==> config.mk <==
export PLATFORM = sky130hd
export DESIGN_NAME = xml_entity_escape_unescape_top
export DESIGN_NICKNAME = d
export VERILOG_FILES = /design/src/rtl/core/eeu_pkg.sv /design/src/rtl/core/xml_entity_escape_unescape_top.sv /design/src/rtl/core/eeu_front.sv /design/src/rtl/core/eeu_queue.sv /design/src/rtl/core/eeu_back.sv
export SDC_FILE = /design/constraint.sdc
export NUM_CORES = 1
export LEC_CHECK = 0
export BUFFER_PORTS_ARGS = -buffer_cell sky130_fd_sc_hd__clkbuf_2
export CAP_MARGIN = 20
export CORE_MARGIN = 3
export CORE_UTILIZATION = 30
export DETAILED_ROUTE_END_ITERATION = 12
export GPL_TIMING_DRIVEN = 0
export MAX_ROUTING_LAYER = met4
export PLACE_DENSITY_LB_ADDON = 0.12
export SYNTH_ARGS = -nofsm -noshare
export SYNTH_HDL_FRONTEND = slang
export SYNTH_SLANG_ARGS = --single-unit
==> constraint.sdc <==
create_clock -name clk -period 10.6 [get_ports clk]
set_input_delay 2.12 -clock clk [delete_from_list [all_inputs] [get_ports clk]]
set_output_delay 2.12 -clock clk [all_outputs]
set_load 0.005 [all_outputs]
==> src/rtl/core/eeu_pkg.sv <==
// shared types and entity tables for the xml entity escape/unescape block
// no dependencies
package eeu_pkg;

	localparam int NUM_ENT     = 5;
	localparam int HOLD_DEPTH  = 5;
	localparam int MAX_OUT     = 6;
	localparam int CNT_W       = 3;
	localparam int QUEUE_DEPTH = 2;

	localparam logic [7:0] AMP = 8'h26;

	// one entry per entity: replaced byte, text length, entity text
	localparam logic [7:0] ENT_BYTE [NUM_ENT] = '{8'h26, 8'h3C, 8'h3E, 8'h27, 8'h22};
	localparam logic [CNT_W-1:0] ENT_LEN [NUM_ENT] = '{3'd5, 3'd4, 3'd4, 3'd6, 3'd6};
	localparam logic [7:0] ENT_TEXT [NUM_ENT][MAX_OUT] = '{
		'{8'h26, 8'h61, 8'h6D, 8'h70, 8'h3B, 8'h00},
		'{8'h26, 8'h6C, 8'h74, 8'h3B, 8'h00, 8'h00},
		'{8'h26, 8'h67, 8'h74, 8'h3B, 8'h00, 8'h00},
		'{8'h26, 8'h61, 8'h70, 8'h6F, 8'h73, 8'h3B},
		'{8'h26, 8'h71, 8'h75, 8'h6F, 8'h74, 8'h3B}
	};

	// bytes one accepted item produces, in output order
	typedef struct packed {
		logic [MAX_OUT-1:0][7:0] bytes;
		logic [CNT_W-1:0]        cnt;
		logic                    last;
	} job_t;

endpackage

==> src/rtl/core/xml_entity_escape_unescape_top.sv <==
// top level of the xml predefined entity escape/unescape block
// depends on eeu_pkg, eeu_front, eeu_queue, eeu_back
//
// Input side is a queue write port: push a text byte with end_of_text while
// full is low. Output side is a queue read port: out_byte/out_last are valid
// while empty is low, pop takes the word. decode_mode is written through cfg_valid
// (cfg_ready is always high); the user must write it only while the block is
// idle, which the block does not enforce. A write drops any held entity prefix.
// In escape mode a special byte becomes a 4 to 6 byte entity; in decode mode
// the five predefined entities collapse to one byte in a single pass, and a
// partial entity is held until it matches, fails or the text ends.
// An accepted byte's job goes into the job queue; the back end moves its words
// from the queue head into the output register, one word per cycle while pop
// keeps that register free, so throughput is one byte per cycle when each
// byte yields one word. A multi-word item holds the queue head until its last
// word, and full rises once the job queue (QUEUE_DEPTH jobs) backs up.
// When pop stays low the output register holds, the queue fills and full
// goes high. Reset clears the mode to escape, the held prefix and the job queue.
module xml_entity_escape_unescape_top #(
	parameter int QUEUE_DEPTH = eeu_pkg::QUEUE_DEPTH
) (
	input  logic       clk,
	input  logic       arst_n,
	input  logic       cfg_valid,
	output logic       cfg_ready,
	input  logic       decode_mode,
	input  logic       push,
	output logic       full,
	input  logic [7:0] text_byte,
	input  logic       end_of_text,
	output logic       empty,
	input  logic       pop,
	output logic [7:0] out_byte,
	output logic       out_last
);

	eeu_pkg::job_t new_job;
	eeu_pkg::job_t head_job;
	logic          job_push;
	logic          job_pop;
	logic          head_valid;
	logic          accept;

	assign cfg_ready = 1'b1;
	assign accept    = push && !full;

	eeu_front u_front (
		.clk         (clk),
		.arst_n      (arst_n),
		.cfg_wr      (cfg_valid),
		.cfg_mode    (decode_mode),
		.accept      (accept),
		.text_byte   (text_byte),
		.end_of_text (end_of_text),
		.job         (new_job),
		.job_push    (job_push)
	);

	eeu_queue #(
		.DEPTH (QUEUE_DEPTH)
	) u_queue (
		.clk        (clk),
		.arst_n     (arst_n),
		.push       (job_push),
		.push_job   (new_job),
		.pop        (job_pop),
		.head       (head_job),
		.head_valid (head_valid),
		.full       (full)
	);

	eeu_back u_back (
		.clk        (clk),
		.arst_n     (arst_n),
		.head       (head_job),
		.head_valid (head_valid),
		.job_pop    (job_pop),
		.out_byte   (out_byte),
		.out_last   (out_last),
		.empty      (empty),
		.pop        (pop)
	);

endmodule

==> src/rtl/core/eeu_front.sv <==
// front end: mode register, held entity prefix, classifies each text byte into a job
// depends on eeu_pkg
module eeu_front (
	input  logic             clk,
	input  logic             arst_n,
	input  logic             cfg_wr,
	input  logic             cfg_mode,
	input  logic             accept,
	input  logic [7:0]       text_byte,
	input  logic             end_of_text,
	output eeu_pkg::job_t    job,
	output logic             job_push
);

	localparam int CNT_W = eeu_pkg::CNT_W;

	logic                        mode_q;
	logic [eeu_pkg::CNT_W-1:0]   held_cnt_q;
	logic [7:0]                  held_q [eeu_pkg::HOLD_DEPTH];

	logic [7:0]                  cand [eeu_pkg::MAX_OUT];
	logic [eeu_pkg::CNT_W:0]     len;
	logic [eeu_pkg::NUM_ENT-1:0] ent_ok;
	logic                        any_full;
	logic                        any_partial;
	logic [7:0]                  full_byte;
	logic                        esc_hit;
	logic [eeu_pkg::CNT_W-1:0]   esc_idx;
	logic                        is_amp;

	assign len    = {1'b0, held_cnt_q} + 4'd1;
	assign is_amp = (text_byte == eeu_pkg::AMP);

	// candidate prefix: held bytes followed by the new byte
	always_comb begin
		for (int i = 0; i < eeu_pkg::HOLD_DEPTH; i++) begin
			cand[i] = (CNT_W'(i) < held_cnt_q) ? held_q[i] : text_byte;
		end
		cand[eeu_pkg::MAX_OUT-1] = text_byte;
	end

	always_comb begin
		any_full    = 1'b0;
		any_partial = 1'b0;
		full_byte   = text_byte;
		for (int e = 0; e < eeu_pkg::NUM_ENT; e++) begin
			ent_ok[e] = (len <= {1'b0, eeu_pkg::ENT_LEN[e]});
			for (int i = 0; i < eeu_pkg::MAX_OUT; i++) begin
				if (CNT_W'(i) <= held_cnt_q && cand[i] != eeu_pkg::ENT_TEXT[e][i])
					ent_ok[e] = 1'b0;
			end
			if (ent_ok[e]) begin
				if (len == {1'b0, eeu_pkg::ENT_LEN[e]}) begin
					any_full  = 1'b1;
					full_byte = eeu_pkg::ENT_BYTE[e];
				end else begin
					any_partial = 1'b1;
				end
			end
		end
	end

	always_comb begin
		esc_hit = 1'b0;
		esc_idx = '0;
		for (int e = 0; e < eeu_pkg::NUM_ENT; e++) begin
			if (text_byte == eeu_pkg::ENT_BYTE[e]) begin
				esc_hit = 1'b1;
				esc_idx = CNT_W'(e);
			end
		end
	end

	always_comb begin
		for (int i = 0; i < eeu_pkg::MAX_OUT; i++) begin
			job.bytes[i] = cand[i];
		end
		job.last = end_of_text;
		job.cnt  = '0;
		if (!mode_q) begin
			if (esc_hit) begin
				for (int i = 0; i < eeu_pkg::MAX_OUT; i++) begin
					job.bytes[i] = eeu_pkg::ENT_TEXT[esc_idx][i];
				end
				job.cnt = eeu_pkg::ENT_LEN[esc_idx];
			end else begin
				job.bytes[0] = text_byte;
				job.cnt      = CNT_W'(1);
			end
		end else if (any_full) begin
			job.bytes[0] = full_byte;
			job.cnt      = CNT_W'(1);
		end else if (any_partial) begin
			job.cnt = end_of_text ? len[CNT_W-1:0] : '0;
		end else begin
			// failed match: held bytes go out, a new ampersand starts a fresh prefix
			job.cnt = (!is_amp || end_of_text) ? len[CNT_W-1:0] : held_cnt_q;
		end
	end

	assign job_push = accept && (job.cnt != '0);

	always_ff @(posedge clk or negedge arst_n) begin
		if (!arst_n) begin
			mode_q     <= 1'b0;
			held_cnt_q <= '0;
		end else if (cfg_wr) begin
			mode_q     <= cfg_mode;
			held_cnt_q <= '0;
		end else if (accept) begin
			if (!mode_q || any_full || end_of_text)
				held_cnt_q <= '0;
			else if (any_partial)
				held_cnt_q <= len[CNT_W-1:0];
			else
				held_cnt_q <= is_amp ? CNT_W'(1) : '0;
		end
	end

	always_ff @(posedge clk) begin
		if (accept) begin
			if (mode_q && !any_full && !any_partial) begin
				held_q[0] <= text_byte;
			end else begin
				for (int i = 0; i < eeu_pkg::HOLD_DEPTH; i++) begin
					held_q[i] <= cand[i];
				end
			end
		end
	end

endmodule

==> src/rtl/core/eeu_queue.sv <==
// short job queue between front and back ends
// depends on eeu_pkg
module eeu_queue #(
	parameter int DEPTH = eeu_pkg::QUEUE_DEPTH
) (
	input  logic          clk,
	input  logic          arst_n,
	input  logic          push,
	input  eeu_pkg::job_t push_job,
	input  logic          pop,
	output eeu_pkg::job_t head,
	output logic          head_valid,
	output logic          full
);

	localparam int PW = (DEPTH > 1) ? $clog2(DEPTH) : 1;
	localparam int CW = $clog2(DEPTH + 1);

	eeu_pkg::job_t mem_q [DEPTH];
	logic [PW-1:0] wr_ptr_q;
	logic [PW-1:0] rd_ptr_q;
	logic [CW-1:0] count_q;

	assign head       = mem_q[rd_ptr_q];
	assign head_valid = (count_q != '0);
	assign full       = (count_q == CW'(DEPTH));

	always_ff @(posedge clk) begin
		if (push)
			mem_q[wr_ptr_q] <= push_job;
	end

	always_ff @(posedge clk or negedge arst_n) begin
		if (!arst_n) begin
			wr_ptr_q <= '0;
			rd_ptr_q <= '0;
			count_q  <= '0;
		end else begin
			if (push)
				wr_ptr_q <= (wr_ptr_q == PW'(DEPTH - 1)) ? '0 : wr_ptr_q + 1'b1;
			if (pop)
				rd_ptr_q <= (rd_ptr_q == PW'(DEPTH - 1)) ? '0 : rd_ptr_q + 1'b1;
			if (push && !pop)
				count_q <= count_q + 1'b1;
			else if (pop && !push)
				count_q <= count_q - 1'b1;
		end
	end

endmodule

==> src/rtl/core/eeu_back.sv <==
// back end: walks the bytes of the head job into the output register
// depends on eeu_pkg
module eeu_back (
	input  logic          clk,
	input  logic          arst_n,
	input  eeu_pkg::job_t head,
	input  logic          head_valid,
	output logic          job_pop,
	output logic [7:0]    out_byte,
	output logic          out_last,
	output logic          empty,
	input  logic          pop
);

	logic [eeu_pkg::CNT_W-1:0] idx_q;
	logic                      out_valid_q;
	logic [7:0]                out_byte_q;
	logic                      out_last_q;
	logic                      slot;
	logic                      take;
	logic                      at_end;

	assign slot    = !out_valid_q || pop;
	assign take    = slot && head_valid;
	assign at_end  = (idx_q == head.cnt - 1'b1);
	assign job_pop = take && at_end;

	assign out_byte = out_byte_q;
	assign out_last = out_last_q;
	assign empty    = !out_valid_q;

	always_ff @(posedge clk or negedge arst_n) begin
		if (!arst_n) begin
			idx_q       <= '0;
			out_valid_q <= 1'b0;
		end else begin
			if (slot)
				out_valid_q <= head_valid;
			if (take)
				idx_q <= at_end ? '0 : idx_q + 1'b1;
		end
	end

	always_ff @(posedge clk) begin
		if (take) begin
			out_byte_q <= head.bytes[idx_q];
			out_last_q <= head.last && at_end;
		end
	end

endmodule

==> impl_metrics.json <==
{
  "buffer_ports.inserted": 22,
  "post_cts.resized_instances": 0,
  "nets": 746,
  "synth.net_count": 701,
  "critical-path-max-stage-delay_ns": 0.69,
  "yosysWarningCount": 0,
  "critPathMostFrequentCell": "clkbuf_1",
  "routedWlPerCell_microns": 22.6,
  "status": "complete, no violations",
  "dieArea_sq_um": 30600,
  "totalWireLength_microns": 25100,
  "pwr_density_nw_per_um2": 226,
  "holdCritPathClass": "register to register",
  "totalPowerFinal_uw": 2220,
  "global_route_wire_length_before_repair_microns": 38000,
  "async_flop_share_pct": 7.27,
  "synth_cell_types": 80,
  "clk_transition_reported_paths_ns": 0.07,
  "cp_data_required_time_ns": 10.72,
  "cts_made_buffers": 17,
  "timing.slew.headroom_pct": 38.2,
  "synth_enable_flop_cells": 153,
  "synth_area_per_cell_sq_um": 12.7,
  "floorplan.core_area_sq_um": 27900,
  "post_cts.repair.setup_buffers": 0,
  "die_height_microns": 175,
  "cts.htree.levels": 4,
  "timing.final.setup_violations": 0,
  "timing.critical_path.max_delay_family": "buffers and inverters",
  "worstSetupPathType": "input port to register",
  "syn_area_sq_um": 8570,
  "fin_skew_ns": 0.0180,
  "vias_per_cell": 5.22,
  "initial_antenna_violation_count": 0,
  "cts_hold_buffers": 0,
  "path_cells": "clkbuf_1 -> clkbuf_1 -> o211ai_1 -> a31oi_2 -> nor4_1 -> nor3_2 -> a21oi_1 -> o311a_2 -> nor2_4 -> buf_12",
  "worstSetupStartpointType": "input port",
  "std_cell_rows": 61,
  "postRouteAntennaNets": 0,
  "io-pin-count": 27,
  "worst-path-max-fanout": 27,
  "leading_cell_type_in_the_layout_fill_and_taps_excluded": "edfxtp_1",
  "bufs_on_longest_clock_path": 2,
  "clk_root_buffer_cell": "clkbuf_16",
  "post_synth_inst_count": 675,
  "tightest_hold_margin_ns": 0.511,
  "total_leakage_power_uw": 0.00347,
  "detailedRoute.firstIterationViolations": 623,
  "drt_drc": 0,
  "timing.critical_path.to_type": "register",
  "timing.max_cap.violations": 0,
  "first_global_vias": 5897,
  "finalHoldViolCount": 0,
  "layout_common_cells": "153 x edfxtp_1, 96 x nand2_1, 30 x nor2_1",
  "synth_seq_area_share_pct": 57.1,
  "totalNegativeSetupSlack_ns": 0,
  "clock.fmax_ghz": 0.167,
  "crit_arrival_ns": 6.11,
  "numClockSinks": 165,
  "hpwlAfterDp_microns": 18500,
  "start_util_pct": 30.7,
  "worst_skew_pair.late_latency_ns": 0.43,
  "grt_start_max_net_pins": 31,
  "finalWorstPathRequiredPeriod_ns": 5.99,
  "slew_violations": 0,
  "grt_setup_unrepaired": "no",
  "global_routing_usage_summed_across_all_routing_layers_pct": 17.2,
  "die_width_microns": 175,
  "yosys_most_used_dff": "edfxtp_1",
  "final.period_utilization_pct": 56.5,
  "synthToLayoutAreaGrowth_pct": 14.9,
  "overflow": 0,
  "antennaDiodeCount": 0,
  "vdd.ir_drop.worst_mv": 0.104,
  "via_count": 5802,
  "clock_tree_from_tritoncts": "done",
  "drtPass1Iterations": 5,
  "drive_above_1_share_pct": 19.2,
  "tightest_slew_ns": 0.923,
  "slowest_cell_on_the_critical_path": "clkbuf_1",
  "flop_and_latch_count_out_of_synthesis": 165,
  "gp_routability_congestion": 0.891,
  "crit_buf_inv": 3
}
## sequential cells by signal, summed over array words and instances, names as in the netlist
| signal | flops |
|---|---|
| u_back.out_byte | 8 |
| u_queue.rd_ptr_q | 1 |
| u_queue.mem_q | 104 |
| u_queue.wr_ptr_q | 1 |
| u_back.out_valid_q | 1 |
| u_back.idx_q | 3 |
| u_front.held_cnt_q | 3 |
| u_back.out_last | 1 |
| u_front.held_q | 40 |
| u_queue.count_q | 2 |
| u_front.mode_q | 1 |
## through the flow
stage	setup slack (ns)	instance area, sq um	instances	util (%)
detailed placement	4.20	9260	1079	33.1
finish	4.61	9840	1111	35.2
global placement	1.39	9150	1075	32.8
floorplan	3.66	8570	675	-
global route	4.42	9840	1111	35.2
CTS	4.64	9840	1111	35.2
## cell usage after synthesis (4+ instances only)
master     count  area [sq um]
mux2_4         8           120
o21ai_0       22           110
nand2b_1      12          75.1
nand3_1        9          45.0
clkbuf_1      24          90.1
a2bb2oi_1      5          43.8
or2_2          5          31.3
mux4_2        24           541
mux2_2         8          90.1
buf_6          6          67.6
ha_1          11           138
a31oi_1       14          87.6
o32a_1         4          40.0
nor4_1         9          56.3
a21o_1        11          82.6
and2_1         5          31.3
dfrtp_1       12           300
inv_1         25          93.8
nor4b_1        6          52.6
nand3b_1       4          30.0
xor2_1         6          52.6
nor2_1        31           116
or4_1          4          30.0
edfxtp_1     153          4590
buf_1          6          22.5
o211ai_1       4          30.0
nand2_1       96           360
xnor2_1        4          35.0
nor2b_1        6          37.5
o31ai_1        4          30.0
or3_1          7          43.8
buf_2          4          20.0
a21oi_1       13          65.1
nor3_1        12          60.1
mux2i_1       14           140
a22o_1        10          87.6
o22ai_1       11          68.8
## path summary, 6_finish.rpt
kind | start | end | slack, ns | cells past startpoint
max | text_byte[3] | u_queue.mem_q[0][32] | 4.61 | 10
min | u_back.out_valid_q | u_back.out_valid_q | 0.51 | 2
max reg2reg | u_front.held_cnt_q[0] | u_queue.mem_q[0][32] | 5.71 | 13
min reg2reg | u_back.out_valid_q | u_back.out_valid_q | 0.51 | 2
max in group asynchronous | arst_n | u_front.held_cnt_q[1] | 8.67 | 1
min in group asynchronous | arst_n | u_front.held_cnt_q[2] | 1.62 | 1
## tightest hold or removal path, stage by stage (launching register included)
cell and delay [ns]:
dfrtp_1 0.35, nand2b_1 0.08, nand2_1 0.06
## routing by layer
metal  part of all wire [%]  track usage (%)  up-vias
met3                    3.8             3.30       21
li1                       -                -     2683
met1                     48             23.9     2938
met2                     47             26.5      160
met4                    1.2             3.96        0
met5                      0                -        -
## cell type report
| class | count | area (sq um) |
|---|---|---|
| fillers | 2829 | 18100 |
| inverters | 25 | 93.8 |
| well taps | 378 | 473 |
| repair buffers | 26 | 185 |
| multi-input cells | 441 | 3370 |
| flip-flops and latches | 165 | 4890 |
| plain buffers | 44 | 243 |
| clock inverters | 14 | 158 |
| clock buffers | 18 | 429 |
## power breakdown
group	internal (uW)	leakage (uW)	total [uW]	switching, uW
Sequential	931	0.00159	989	58.6
Combinational	251	0.00159	604	353
Clock	336	0.000289	629	293
## kinds of logic after synthesis
family	synth area share (%)
buffers and inverters	3.93
AND/OR/NAND/NOR	14.1
XOR/XNOR	1.21
AO/OA/AOI/OAI	11.2
adder cells (fa/ha/maj)	1.61
multiplexers	10.7
flip-flops	57.1
other	0.0438
No activity file was read; power rests on OpenSTA's default activity.
